[src/rtl/glyph_cache_tag_lookup_top_assert.svh]
// assertion helpers for the glyph cache tag engine
`ifndef GLYPH_CACHE_TAG_LOOKUP_TOP_ASSERT_SVH
`define GLYPH_CACHE_TAG_LOOKUP_TOP_ASSERT_SVH

// same-cycle implication, checked out of reset
`define GCTL_ASSERT_IMP(lbl, ante, cons) \
    lbl: assert property (@(posedge i_clk) disable iff (!i_rst_n) (ante) |-> (cons)) \
        else $error("gctl check failed");

// next-cycle implication, checked out of reset
`define GCTL_ASSERT_NXT(lbl, ante, cons) \
    lbl: assert property (@(posedge i_clk) disable iff (!i_rst_n) (ante) |=> (cons)) \
        else $error("gctl check failed");

`endif

[src/rtl/gctl_pkg.sv]
`default_nettype none

package gctl_pkg;

    localparam int SLOTS_DEF       = 2048;
    localparam int PROBE_LIMIT_DEF = 8;

    localparam int FONT_W    = 1;
    localparam int GLYPH_W   = 16;
    localparam int SIZE_W    = 8;
    localparam int SLOT_W    = 11;
    localparam int OUTCOME_W = 2;
    localparam int COUNT_W   = 4;
    localparam int HASH_W    = 32;
    localparam int SMALL_W   = 16;

    localparam logic [HASH_W-1:0]  GLYPH_MUL = 32'd2654435761;
    localparam logic [SMALL_W-1:0] FONT_MUL  = 16'd131;
    localparam logic [SMALL_W-1:0] SIZE_MUL  = 16'd97;

    localparam logic [OUTCOME_W-1:0] OUT_HIT   = 2'd0;
    localparam logic [OUTCOME_W-1:0] OUT_FILL  = 2'd1;
    localparam logic [OUTCOME_W-1:0] OUT_EVICT = 2'd2;

    // packed so that the bits form the 25-bit tag directly
    typedef struct packed {
        logic [FONT_W-1:0]  font_index;
        logic [GLYPH_W-1:0] glyph_id;
        logic [SIZE_W-1:0]  pixel_size;
    } t_lookup_req;

    typedef struct packed {
        logic        valid;
        t_lookup_req tag;
    } t_entry;

endpackage

`default_nettype wire

[src/rtl/gctl_hash.sv]
`default_nettype none

module gctl_hash
    import gctl_pkg::*;
#(
    parameter int SLOTS = SLOTS_DEF
) (
    input  wire logic                     i_clk,
    input  wire logic                     i_rst_n,
    input  wire logic                     i_start,
    input  wire t_lookup_req              i_req,
    output logic                          o_done,
    output logic [$clog2(SLOTS)-1:0]      o_home
);

    localparam int  ADDR_W  = $clog2(SLOTS);
    localparam int  BIT_W   = $clog2(HASH_W);
    localparam bit  IS_POW2 = (SLOTS & (SLOTS - 1)) == 0;

    localparam logic [1:0] H_IDLE = 2'd0;
    localparam logic [1:0] H_SUM  = 2'd1;
    localparam logic [1:0] H_RED  = 2'd2;

    logic [1:0]         r_state;
    logic               r_done;
    logic [HASH_W-1:0]  r_prod;
    logic [SMALL_W-1:0] r_small;
    logic [HASH_W-1:0]  r_hash;
    logic [ADDR_W-1:0]  r_rem;
    logic [BIT_W-1:0]   r_bit;
    logic [ADDR_W-1:0]  r_home;

    logic [HASH_W-1:0]  hash_sum;
    logic [ADDR_W:0]    rem_shift;
    logic [ADDR_W:0]    n_rem;

    assign hash_sum  = r_prod + HASH_W'(r_small);
    // restoring reduction, one hash bit a cycle, for slot counts that are not powers of two
    assign rem_shift = {r_rem, r_hash[HASH_W-1]};
    assign n_rem     = (rem_shift >= (ADDR_W+1)'(SLOTS)) ? rem_shift - (ADDR_W+1)'(SLOTS)
                                                        : rem_shift;

    always_ff @(posedge i_clk) begin
        if (!i_rst_n) begin
            r_state <= H_IDLE;
            r_done  <= 1'b0;
        end else begin
            r_done <= 1'b0;
            unique case (r_state)
                H_IDLE: begin
                    if (i_start) begin
                        r_prod  <= HASH_W'({16'b0, i_req.glyph_id} * GLYPH_MUL);
                        r_small <= SMALL_W'(SMALL_W'(i_req.font_index) * FONT_MUL
                                          + SMALL_W'(i_req.pixel_size) * SIZE_MUL);
                        r_state <= H_SUM;
                    end
                end
                H_SUM: begin
                    if (IS_POW2) begin
                        r_home  <= hash_sum[ADDR_W-1:0];
                        r_done  <= 1'b1;
                        r_state <= H_IDLE;
                    end else begin
                        r_hash  <= hash_sum;
                        r_rem   <= '0;
                        r_bit   <= '1;
                        r_state <= H_RED;
                    end
                end
                H_RED: begin
                    r_hash <= r_hash << 1;
                    r_rem  <= n_rem[ADDR_W-1:0];
                    r_bit  <= r_bit - 1'b1;
                    if (r_bit == '0) begin
                        r_home  <= n_rem[ADDR_W-1:0];
                        r_done  <= 1'b1;
                        r_state <= H_IDLE;
                    end
                end
                default: r_state <= H_IDLE;
            endcase
        end
    end

    assign o_done = r_done;
    assign o_home = r_home;

endmodule

`default_nettype wire

[config.mk]
export PLATFORM = sky130hd
export DESIGN_NAME = gctl_hash
export DESIGN_NICKNAME = d
export VERILOG_FILES = /design/src/rtl/glyph_cache_tag_lookup_top_assert.svh /design/src/rtl/gctl_pkg.sv /design/src/rtl/gctl_hash.sv
export SDC_FILE = /design/constraint.sdc
export NUM_CORES = 1
export LEC_CHECK = 0
export ABC_AREA = 1
export BUFFER_PORTS_ARGS = -buffer_cell sky130_fd_sc_hd__buf_2
export CORE_MARGIN = 3
export CORE_UTILIZATION = 50
export DETAILED_ROUTE_END_ITERATION = 8
export PLACE_DENSITY = 0.7
export SYNTH_ARGS = -nofsm -noshare
export SYNTH_HDL_FRONTEND = slang
export SYNTH_SLANG_ARGS = --single-unit
[constraint.sdc]
create_clock -name i_clk -period 3.8 [get_ports i_clk]
set_input_delay 0.38 -clock i_clk [delete_from_list [all_inputs] [get_ports i_clk]]
set_output_delay 0.38 -clock i_clk [all_outputs]
set_load 0.05 [all_outputs]
==> impl_metrics.csv, run 1 <==
group,metric,value,unit
critical_path,cpMostUsedCell,"nand2_1",
logic_synthesis,ys_seq_area_frac,0.356,
sta,tns,0,ns
floorplanning,core-area,5540,um^2
sta,worst_slack,0.338,ns
logic_synthesis,ys_types,27,
min_path,whs_path_depth,1,
cts,clk_path_buf_depth,2,
floorplanning,start_util,0.522,
critical_path,crit_path_start_kind,"primary input",
layout,drive_gt1_frac,0.150,
min_path,min_path_type,"in2reg",
sta,hold_slack,0.317,ns
logic_synthesis,avgSynthCellArea,9.71,um^2
min_path,whs_endpoint,"r_prod[3]",
grt,overflow,0,
layout,fin_nets,434,
sta,setup_viol,0,
placed_design,dp.cells,405,
critical_path,worstReg2RegStart,"r_small[0]",
floorplanning,die_w,82.1,um
routing,routedWlPerCell,11.4,um
logic_synthesis,syn_nets,392,
grt,antenna_found_initial,0,
logic_synthesis,ys_ff_latch,35,
routing,drcViolationCount,0,
routing,vias,1991,
sta,slew_violations,0,
placed_design,preCtsSetupSlack,0.0303,ns
routing,drt_wl_total,4720,um
cts,cts-buffers-inserted,5,
power,peakVddDrop,188,uV
floorplanning,dieArea,6740,um^2
cts,cts-root-buf,"clkbuf_8",
cts,hold_buffers,0,
critical_path,worstPathMaxFanout,4,
cts,clock_latency,0.28,ns
critical_path,critPathCaptureType,"register",
placed_design,portBuffers,34,
critical_path,rr_worst_depth,9,
sta,hold_viol,0,
layout,num-fill-cells,512,
sta,skew,0.00806,ns
floorplanning,io_pins,40,
floorplanning,num_rows,27,
logic_synthesis,synth-warning-count,0,
grt,grt_pass1_vias,1882,
grt,grt_max_degree,23,
cts,ctsResizeCount,0,
cts,clk_pin_slew_worst_paths,0.07,ns
grt,grt_pass1_wl,8110,um
critical_path,cp_data_required_time,3.85,ns
sta,max_slew_margin,0.748,
cts,cts_setup_buffers,0,
layout,final_cells,413,
sta,period_needed,3.46,ns
critical_path,timing.rr.end,"o_home[8]",
routing,vias_per_cell,4.82,
sta,fmax,289,MHz
layout,n_antenna_cell,0,
placed_design,hpwl,4170,um
critical_path,crit_chain,"buf_2 > ha_1 > ha_1 > ha_1 > inv_1 > fa_1 > inv_1 > fa_1 > ha_1 > nand2_1 > nand2_1 > nor2_1 > nand3_1 > nand2_1 > nand2_1 > nand2_1 > nand2_1 > nand2_1 > inv_1",
placed_design,place_congestion,0.815,
floorplanning,die_h,82.1,um
grt,track_usage,0.159,
logic_synthesis,syn_area,2890,um^2
critical_path,cp.arrival,3.51,ns
layout,final_cell_mix,"inv_1 (57), nand2_1 (57), ha_1 (57), buf_2 (34), edfxtp_1 (33)",
sta,fin_crit_sh,0.911,
layout,area_growth,12.0,%
min_path,hold_start,"i_req[11]",
cts,cts_tree,"yes",
sta,worst_pin_slew,0.378,ns
outcome,status,"completed",
routing,dr.pass1.iters,4,
critical_path,max_stage_delay,0.53,ns
critical_path,path_class,"in2reg",
critical_path,r2r_slack,1.92,ns
routing,route.antenna.remaining_nets,0,
logic_synthesis,syn_inst,298,
power,leakage,1.66,nW
cts,numClockSinks,35,
critical_path,crit_family,"adder cells",
sta,rsz0062_at_grt,"false",
run,maxCapViolCount,0,
power,power_density,391,nW/um^2
critical_path,slowest_stage,"fa_1",
critical_path,path_buf_inv,4,
routing,first_iter_violations,52,
cts,htree_num_levels,2,
==> metal layers <==
metal	track usage	up-vias	share of wire
met2	0.286	36	0.51
met1	0.193	887	0.45
met5	0	-	0
met4	0.0349	0	0.0081
met3	0.0329	6	0.034
li1	-	1062	-
==> worst max-delay path by stage <==
stage,depth (start not counted),endpoint,from
2_1_floorplan,18,r_prod[10],i_req[10]
4_1_cts,19,r_prod[10],i_req[10]
3_3_place_gp,19,r_prod[10],i_req[10]
5_1_grt,19,r_prod[10],i_req[10]
6_report,19,r_prod[10],i_req[10]
3_5_place_dp,19,r_prod[10],i_req[10]
==> registers in the layout, indices dropped and copies added (netlist names) <==
name and count:
r_state 1, o_done 1, r_prod 11, o_home 11, r_small 11
==> cells by family (layout without fill, tap and decap cells) <==
logic type	Yosys count	in the layout	synth area share
xor gates and xnor gates	21	21	0.0726
DFF	35	35	0.356
and+or+nand+nor	94	94	0.143
adders and majority gates	66	66	0.309
buffers and inverters	63	106	0.0817
AOI/OAI and AO/OA	19	19	0.0380
==> metrics by stage <==
| step | area, um^2 | util | total power, mW |
|---|---|---|---|
| 6_report | 3240 | 0.585 | 1.27 |
| 4_1_cts | 3240 | 0.585 | 1.29 |
| 2_1_floorplan | 2890 | - | 0.914 |
| 5_1_grt | 3240 | 0.585 | 1.38 |
| 3_3_place_gp | 3160 | 0.571 | 1.02 |
| 3_5_place_dp | 3160 | 0.571 | 1.04 |
==> power by group <==
part	internal, mW	total [mW]	switching (mW)
registers	0.486	0.496	0.0101
clock network	0.125	0.247	0.122
logic	0.213	0.525	0.312
total	0.823	1.27	0.445
==> area by class of cell <==
cell class | instances | area [um^2] | area share
Sequential cell | 35 | 1030 | 0.318
Clock inverter | 2 | 7.51 | 0.00232
Inverter | 63 | 236 | 0.0729
Timing Repair Buffer | 35 | 178 | 0.0548
Clock buffer | 6 | 72.6 | 0.0224
Multi-Input combinational cell | 200 | 1630 | 0.502
Tap cell | 72 | 90.1 | 0.0278
==> synth_stat cells <==
cell	instances	area, um^2
ha_1	57	713
inv_1	57	214
nand2_1	57	214
edfxtp_1	33	991
nand3_1	16	80.1
xor2_1	10	87.6
fa_1	9	180
xnor2_1	9	78.8
a21oi_1	8	40.0
nor2_1	8	30.0
inv_2	5	18.8
nand4_1	5	31.3
o21ai_1	4	20.0
nand3b_1	3	22.5
a31oi_1	2	12.5
dfxtp_1	2	40.0
nor3_1	2	10.0
o21bai_1	2	15.0
a21oi_2	1	8.76
clkinv_1	1	3.75
nand4_2	1	12.5
nor2_2	1	6.26
o21ai_0	1	5.00
o21ai_2	1	8.76
or2_1	1	6.26
xnor2_2	1	16.3
xor2_4	1	27.5
Note: power is estimated with default switching activity, not from simulation.
==> run 2, diff against run 1 <==
Clock period 3.8 ns to 3.6 ns, I/O delays scaled along.
==> run 2 against run 1 <==
Against the previous run:
- total power rose by 7.8%
- routed wire length rose by 3.1%
- largest cell class unchanged
- worst hold slack got worse by 0.027 ns
- clock power rose by 4%
- largest power group unchanged
- cell count rose by 0.73%
==> impl_metrics.csv, run 2 (same netlist as run 1, synthesis figures left out) <==
group,metric,value,unit
outcome,status,"completed",
cts,ctsResizeCount,0,
critical_path,cp_data_required_time,3.64,ns
placed_design,place_congestion,0.794,
placed_design,hpwl,4240,um
floorplanning,num_rows,27,
sta,max_slew_margin,0.730,
sta,fmax,292,MHz
power,power_density,418,nW/um^2
critical_path,worstPathMaxFanout,3,
grt,grt_pass1_wl,8290,um
cts,cts-buffers-inserted,5,
power,switching_share,0.351,
placed_design,preCtsSetupSlack,-0.139,ns
layout,drive_gt1_frac,0.166,
critical_path,crit_path_start_kind,"primary input",
power,peakVddDrop,203,uV
sta,slew_violations,0,
cts,cts-root-buf,"clkbuf_8",
sta,rsz0062_at_grt,"false",
grt,grt_pass1_vias,1917,
grt,grt_max_degree,23,
sta,hold_slack,0.290,ns
min_path,min_path_type,"in2reg",
cts,clock_latency,0.28,ns
routing,routedWlPerCell,11.7,um
grt,gr-usage-met3,0.0230,
grt,track_usage,0.164,
critical_path,crit_chain,"buf_2 > ha_1 > ha_1 > ha_1 > inv_1 > fa_1 > inv_1 > fa_1 > ha_1 > nand2_1 > nand2_1 > nor2_2 > nand3_1 > nand2_1 > nand2_1 > nand2_1 > nand2_1 > nand2_1 > inv_1",
layout,area_growth,13.1,%
critical_path,cpMostUsedCell,"nand2_1",
routing,route.antenna.remaining_nets,0,
routing,first_iter_violations,38,
sta,setup_viol,0,
cts,clk_pin_slew_worst_paths,0.07,ns
sta,hold_viol,0,
cts,hold_buffers,0,
grt,grt_busiest_layer,"met2",
run,maxCapViolCount,0,
routing,vias_per_cell,4.82,
power,clkPwrFrac,0.188,
sta,worst_slack,0.172,ns
power,power_frac_seq,0.383,
cts,clk_path_buf_depth,2,
floorplanning,io_pins,40,
power,power.switching,0.480,mW
cts,cts_setup_buffers,0,
grt,overflow,0,
layout,utilization,0.591,
floorplanning,dieArea,6740,um^2
critical_path,path_class,"in2reg",
grt,grtUsageMet1,0.190,
cts,htree_num_levels,2,
power,leakage,1.68,nW
routing,vias,2007,
power,combPwrFrac,0.429,
floorplanning,core-area,5540,um^2
sta,fin_crit_sh,0.952,
grt,antenna_found_initial,0,
critical_path,max_stage_delay,0.53,ns
critical_path,critPathCaptureType,"register",
floorplanning,start_util,0.522,
sta,skew,0.00821,ns
routing,dr.pass1.iters,5,
power,p_int,0.886,mW
routing,drcViolationCount,0,
cts,cts_tree,"yes",
critical_path,slowest_stage,"fa_1",
layout,fin_nets,438,
routing,drt_wl_total,4860,um
critical_path,r2r_slack,1.79,ns
layout,final_cell_mix,"inv_1 (57), nand2_1 (57), ha_1 (57), buf_2 (34), edfxtp_1 (33)",
placed_design,portBuffers,34,
layout,n_antenna_cell,0,
sta,period_needed,3.43,ns
critical_path,cp.arrival,3.47,ns
floorplanning,die_h,82.1,um
cts,numClockSinks,35,
sta,worst_pin_slew,0.405,ns
grt,gr-usage-met2,0.310,
floorplanning,die_w,82.1,um
[run 2: cell types whose count changed in the layout (fill, tap and decap cells not counted)]
cell	before	now
nor2_1	8	7
clkinv_1	3	2
nor2_2	1	2
buf_4	1	5
clkinv_2	0	1
clkbuf_1	1	0
[run 2: cell type report]
cell class              instances  area [um^2]
inverters                      63          236
multi-input cells             200         1630
fillers                       494         2270
clock inverters                 2         8.76
clock buffers                   5         68.8
well taps                      72         90.1
repair buffers                 39          208
flip-flops and latches         35         1030
[run 2: through the flow]
| step | cells | total power [mW] | cell area, um^2 | setup TNS [ns] |
|---|---|---|---|---|
| 6_report | 416 | 1.37 | 3270 | 0 |
| 5_1_grt | 416 | 1.50 | 3270 | 0 |
| 2_1_floorplan | 298 | 0.964 | 2890 | 0 |
| 3_5_place_dp | 409 | 1.13 | 3190 | -0.139 |
| 3_3_place_gp | 409 | 1.10 | 3190 | -0.0573 |
| 4_1_cts | 416 | 1.39 | 3270 | 0 |
[run 2: layer usage]
metal / part of all wire / vias to the layer above
met5: 0 / -
met2: 0.52 / 33
met3: 0.037 / 7
met1: 0.43 / 894
met4: 0.013 / 0
li1: - / 1073
[run 2: power by group through the flow]
| stage | sequential, mW | clock (mW) | combinational, mW |
|---|---|---|---|
| after floorplan | 0.554 | 0 | 0.410 |
| final | 0.523 | 0.257 | 0.586 |
| after detailed placement | 0.533 | 0 | 0.592 |
| after CTS | 0.525 | 0.265 | 0.596 |
| after global placement | 0.532 | 0 | 0.569 |
| after global routing | 0.526 | 0.285 | 0.684 |
[run 2: worst max-delay path: cells and delay by family]
family / cells / cell delay (ns)
fa+ha+maj: 6 / 2.21
buf+inv: 4 / 0.25
simple gates: 9 / 0.65
[run 2: path summary, 6_finish.rpt]
kind | startpoint | endpoint | cells after the start
worst max register to register | r_small[0] | o_home[8] | 9
worst min register to register | r_state[0] | r_state[0] | 1
worst min-delay path | i_req[11] | r_prod[3] | 1
worst max-delay path | i_req[10] | r_prod[10] | 19
==> run 3, diff against run 2 <==
Settings changed: CORE_ASPECT_RATIO from default to 1.25.
==> run 3 against run 2 <==
Against the previous run:
- global-route usage is 0.73 points lower
- routed wire length is 0.14% higher
- non-clock buffer count is 1 higher
- register-to-register slack got worse by 0.04 ns
- via count up 3.2%
==> impl_metrics.csv, run 3 (same netlist as run 1, synthesis figures left out) <==
group,metric,value,unit
outcome,status,"completed",
grt,track_usage,0.157,
floorplanning,core-area,5520,um^2
layout,multi_input_area,1640,um^2
critical_path,max_stage_delay,0.59,ns
grt,grt_pass1_wl,8110,um
cts,cts-buffers-inserted,5,
critical_path,cp.arrival,3.47,ns
critical_path,path_class,"in2reg",
sta,fmax,293,MHz
layout,fin_nets,439,
critical_path,crit_family,"adder cells",
floorplanning,die_w,74.0,um
critical_path,path_buf_inv,4,
power,combPwrFrac,0.437,
layout,stdcell_area,3280,um^2
sta,setup_viol,0,
cts,clk_path_buf_depth,2,
min_path,min_path_type,"in2reg",
sta,max_slew_margin,0.739,
sta,hold_viol,0,
layout,n_antenna_cell,0,
sta,rsz0062_at_grt,"false",
routing,first_iter_violations,67,
floorplanning,die_h,91.1,um
cts,cts-root-buf,"clkbuf_8",
placed_design,place_congestion,0.838,
critical_path,cp_data_required_time,3.65,ns
power,power_frac_seq,0.380,
power,power.switching,0.486,mW
routing,vias,2071,
power,leakage,1.68,nW
sta,fin_crit_sh,0.949,
power,switching_share,0.351,
placed_design,hpwl,4180,um
critical_path,critPathCaptureType,"register",
sta,period_needed,3.42,ns
cts,htree_num_levels,2,
grt,overflow,0,
critical_path,worstPathMaxFanout,3,
cts,numClockSinks,35,
floorplanning,dieArea,6740,um^2
layout,drive_gt1_frac,0.171,
layout,final_cells,409,
cts,clk_pin_slew_worst_paths,0.06,ns
layout,area_growth,13.4,%
placed_design,dpl_cell_area,3190,um^2
routing,dr.pass1.iters,4,
routing,routedWlPerCell,11.9,um
cts,cts_setup_buffers,0,
layout,final_cell_mix,"inv_1 (57), nand2_1 (57), ha_1 (56), buf_2 (34), edfxtp_1 (33)",
sta,slew_violations,0,
placed_design,preCtsSetupSlack,-0.227,ns
grt,grt_pass1_vias,1947,
sta,skew,0.00457,ns
critical_path,crit_chain,"buf_2 > ha_1 > ha_1 > ha_1 > inv_1 > fa_1 > inv_1 > fa_1 > ha_4 > nand2_1 > nor2_1 > nor2_2 > nand3_1 > nand2_1 > nand2_1 > nand2_1 > nand2_1 > nand2_1 > inv_1",
critical_path,crit_path_start_kind,"primary input",
floorplanning,start_util,0.524,
grt,antenna_found_initial,0,
sta,worst_pin_slew,0.391,ns
sta,hold_slack,0.287,ns
cts,cts_tree,"yes",
cts,hold_buffers,0,
sta,tns,0,ns
placed_design,dp.cells,402,
critical_path,slowest_stage,"fa_1",
placed_design,portBuffers,34,
power,power_density,422,nW/um^2
critical_path,cpMostUsedCell,"nand2_1",
routing,drcViolationCount,0,
power,total_power,1.38,mW
routing,vias_per_cell,5.06,
grt,grt_max_degree,23,
layout,ff_latch_area,1030,um^2
routing,drt_wl_total,4870,um
layout,num-fill-cells,486,
cts,clock_latency,0.29,ns
power,clkPwrFrac,0.183,
layout,utilization,0.595,
sta,worst_slack,0.184,ns
floorplanning,io_pins,40,
run,maxCapViolCount,0,
power,peakVddDrop,200,uV
floorplanning,num_rows,30,
power,p_int,0.898,mW
routing,route.antenna.remaining_nets,0,
run 3: timing repair:
item                       4_1_cts  5_1_grt
resized for setup                0        2
hold endpoints to repair         0        0
setup endpoints to repair        0        1
run 3: final timing paths:
path	start	end	slack, ns	cells past startpoint
worst min-delay path	i_rst_n	o_done	0.29	3
worst min register to register	r_state[0]	r_state[0]	0.44	1
worst max-delay path	i_req[10]	r_prod[10]	0.18	19
worst max register to register	r_prod[0]	o_home[8]	1.75	9
run 3: metal layers:
layer | share of wire | vias up | GRT usage | wire [um]
li1 | - | 1069 | - | -
met1 | 0.39 | 947 | 0.166 | 1920
met2 | 0.54 | 44 | 0.288 | 2620
met3 | 0.039 | 11 | 0.0266 | 190
met4 | 0.028 | 0 | 0.0770 | 136
met5 | 0 | - | 0 | 0
run 3: final cells by class:
cell class	instances	share of cell area
clock buffers	5	0.0210
clock inverters	2	0.00267
inverters	63	0.0721
multi-input cells	200	0.500
flip-flops and latches	35	0.314
well taps	64	0.0244
repair buffers	40	0.0656
run 3: worst register-to-register path: stages (launching register included):
cell and delay, ns:
edfxtp_1 0.34, ha_1 0.17, inv_1 0.08, fa_1 0.41, inv_1 0.15, nand3_1 0.09, nand2_1 0.10, nand4_1 0.09
nand2_1 0.09, xor2_1 0.06
run 3: power groups by stage:
stage          clock network, mW  registers (mW)  logic (mW)
3_5_place_dp                   0           0.535       0.583
4_1_cts                    0.259           0.527       0.587
6_report                   0.253           0.526       0.605
2_1_floorplan                  0           0.554       0.410
3_3_place_gp                   0           0.535       0.562
5_1_grt                    0.277           0.529       0.697
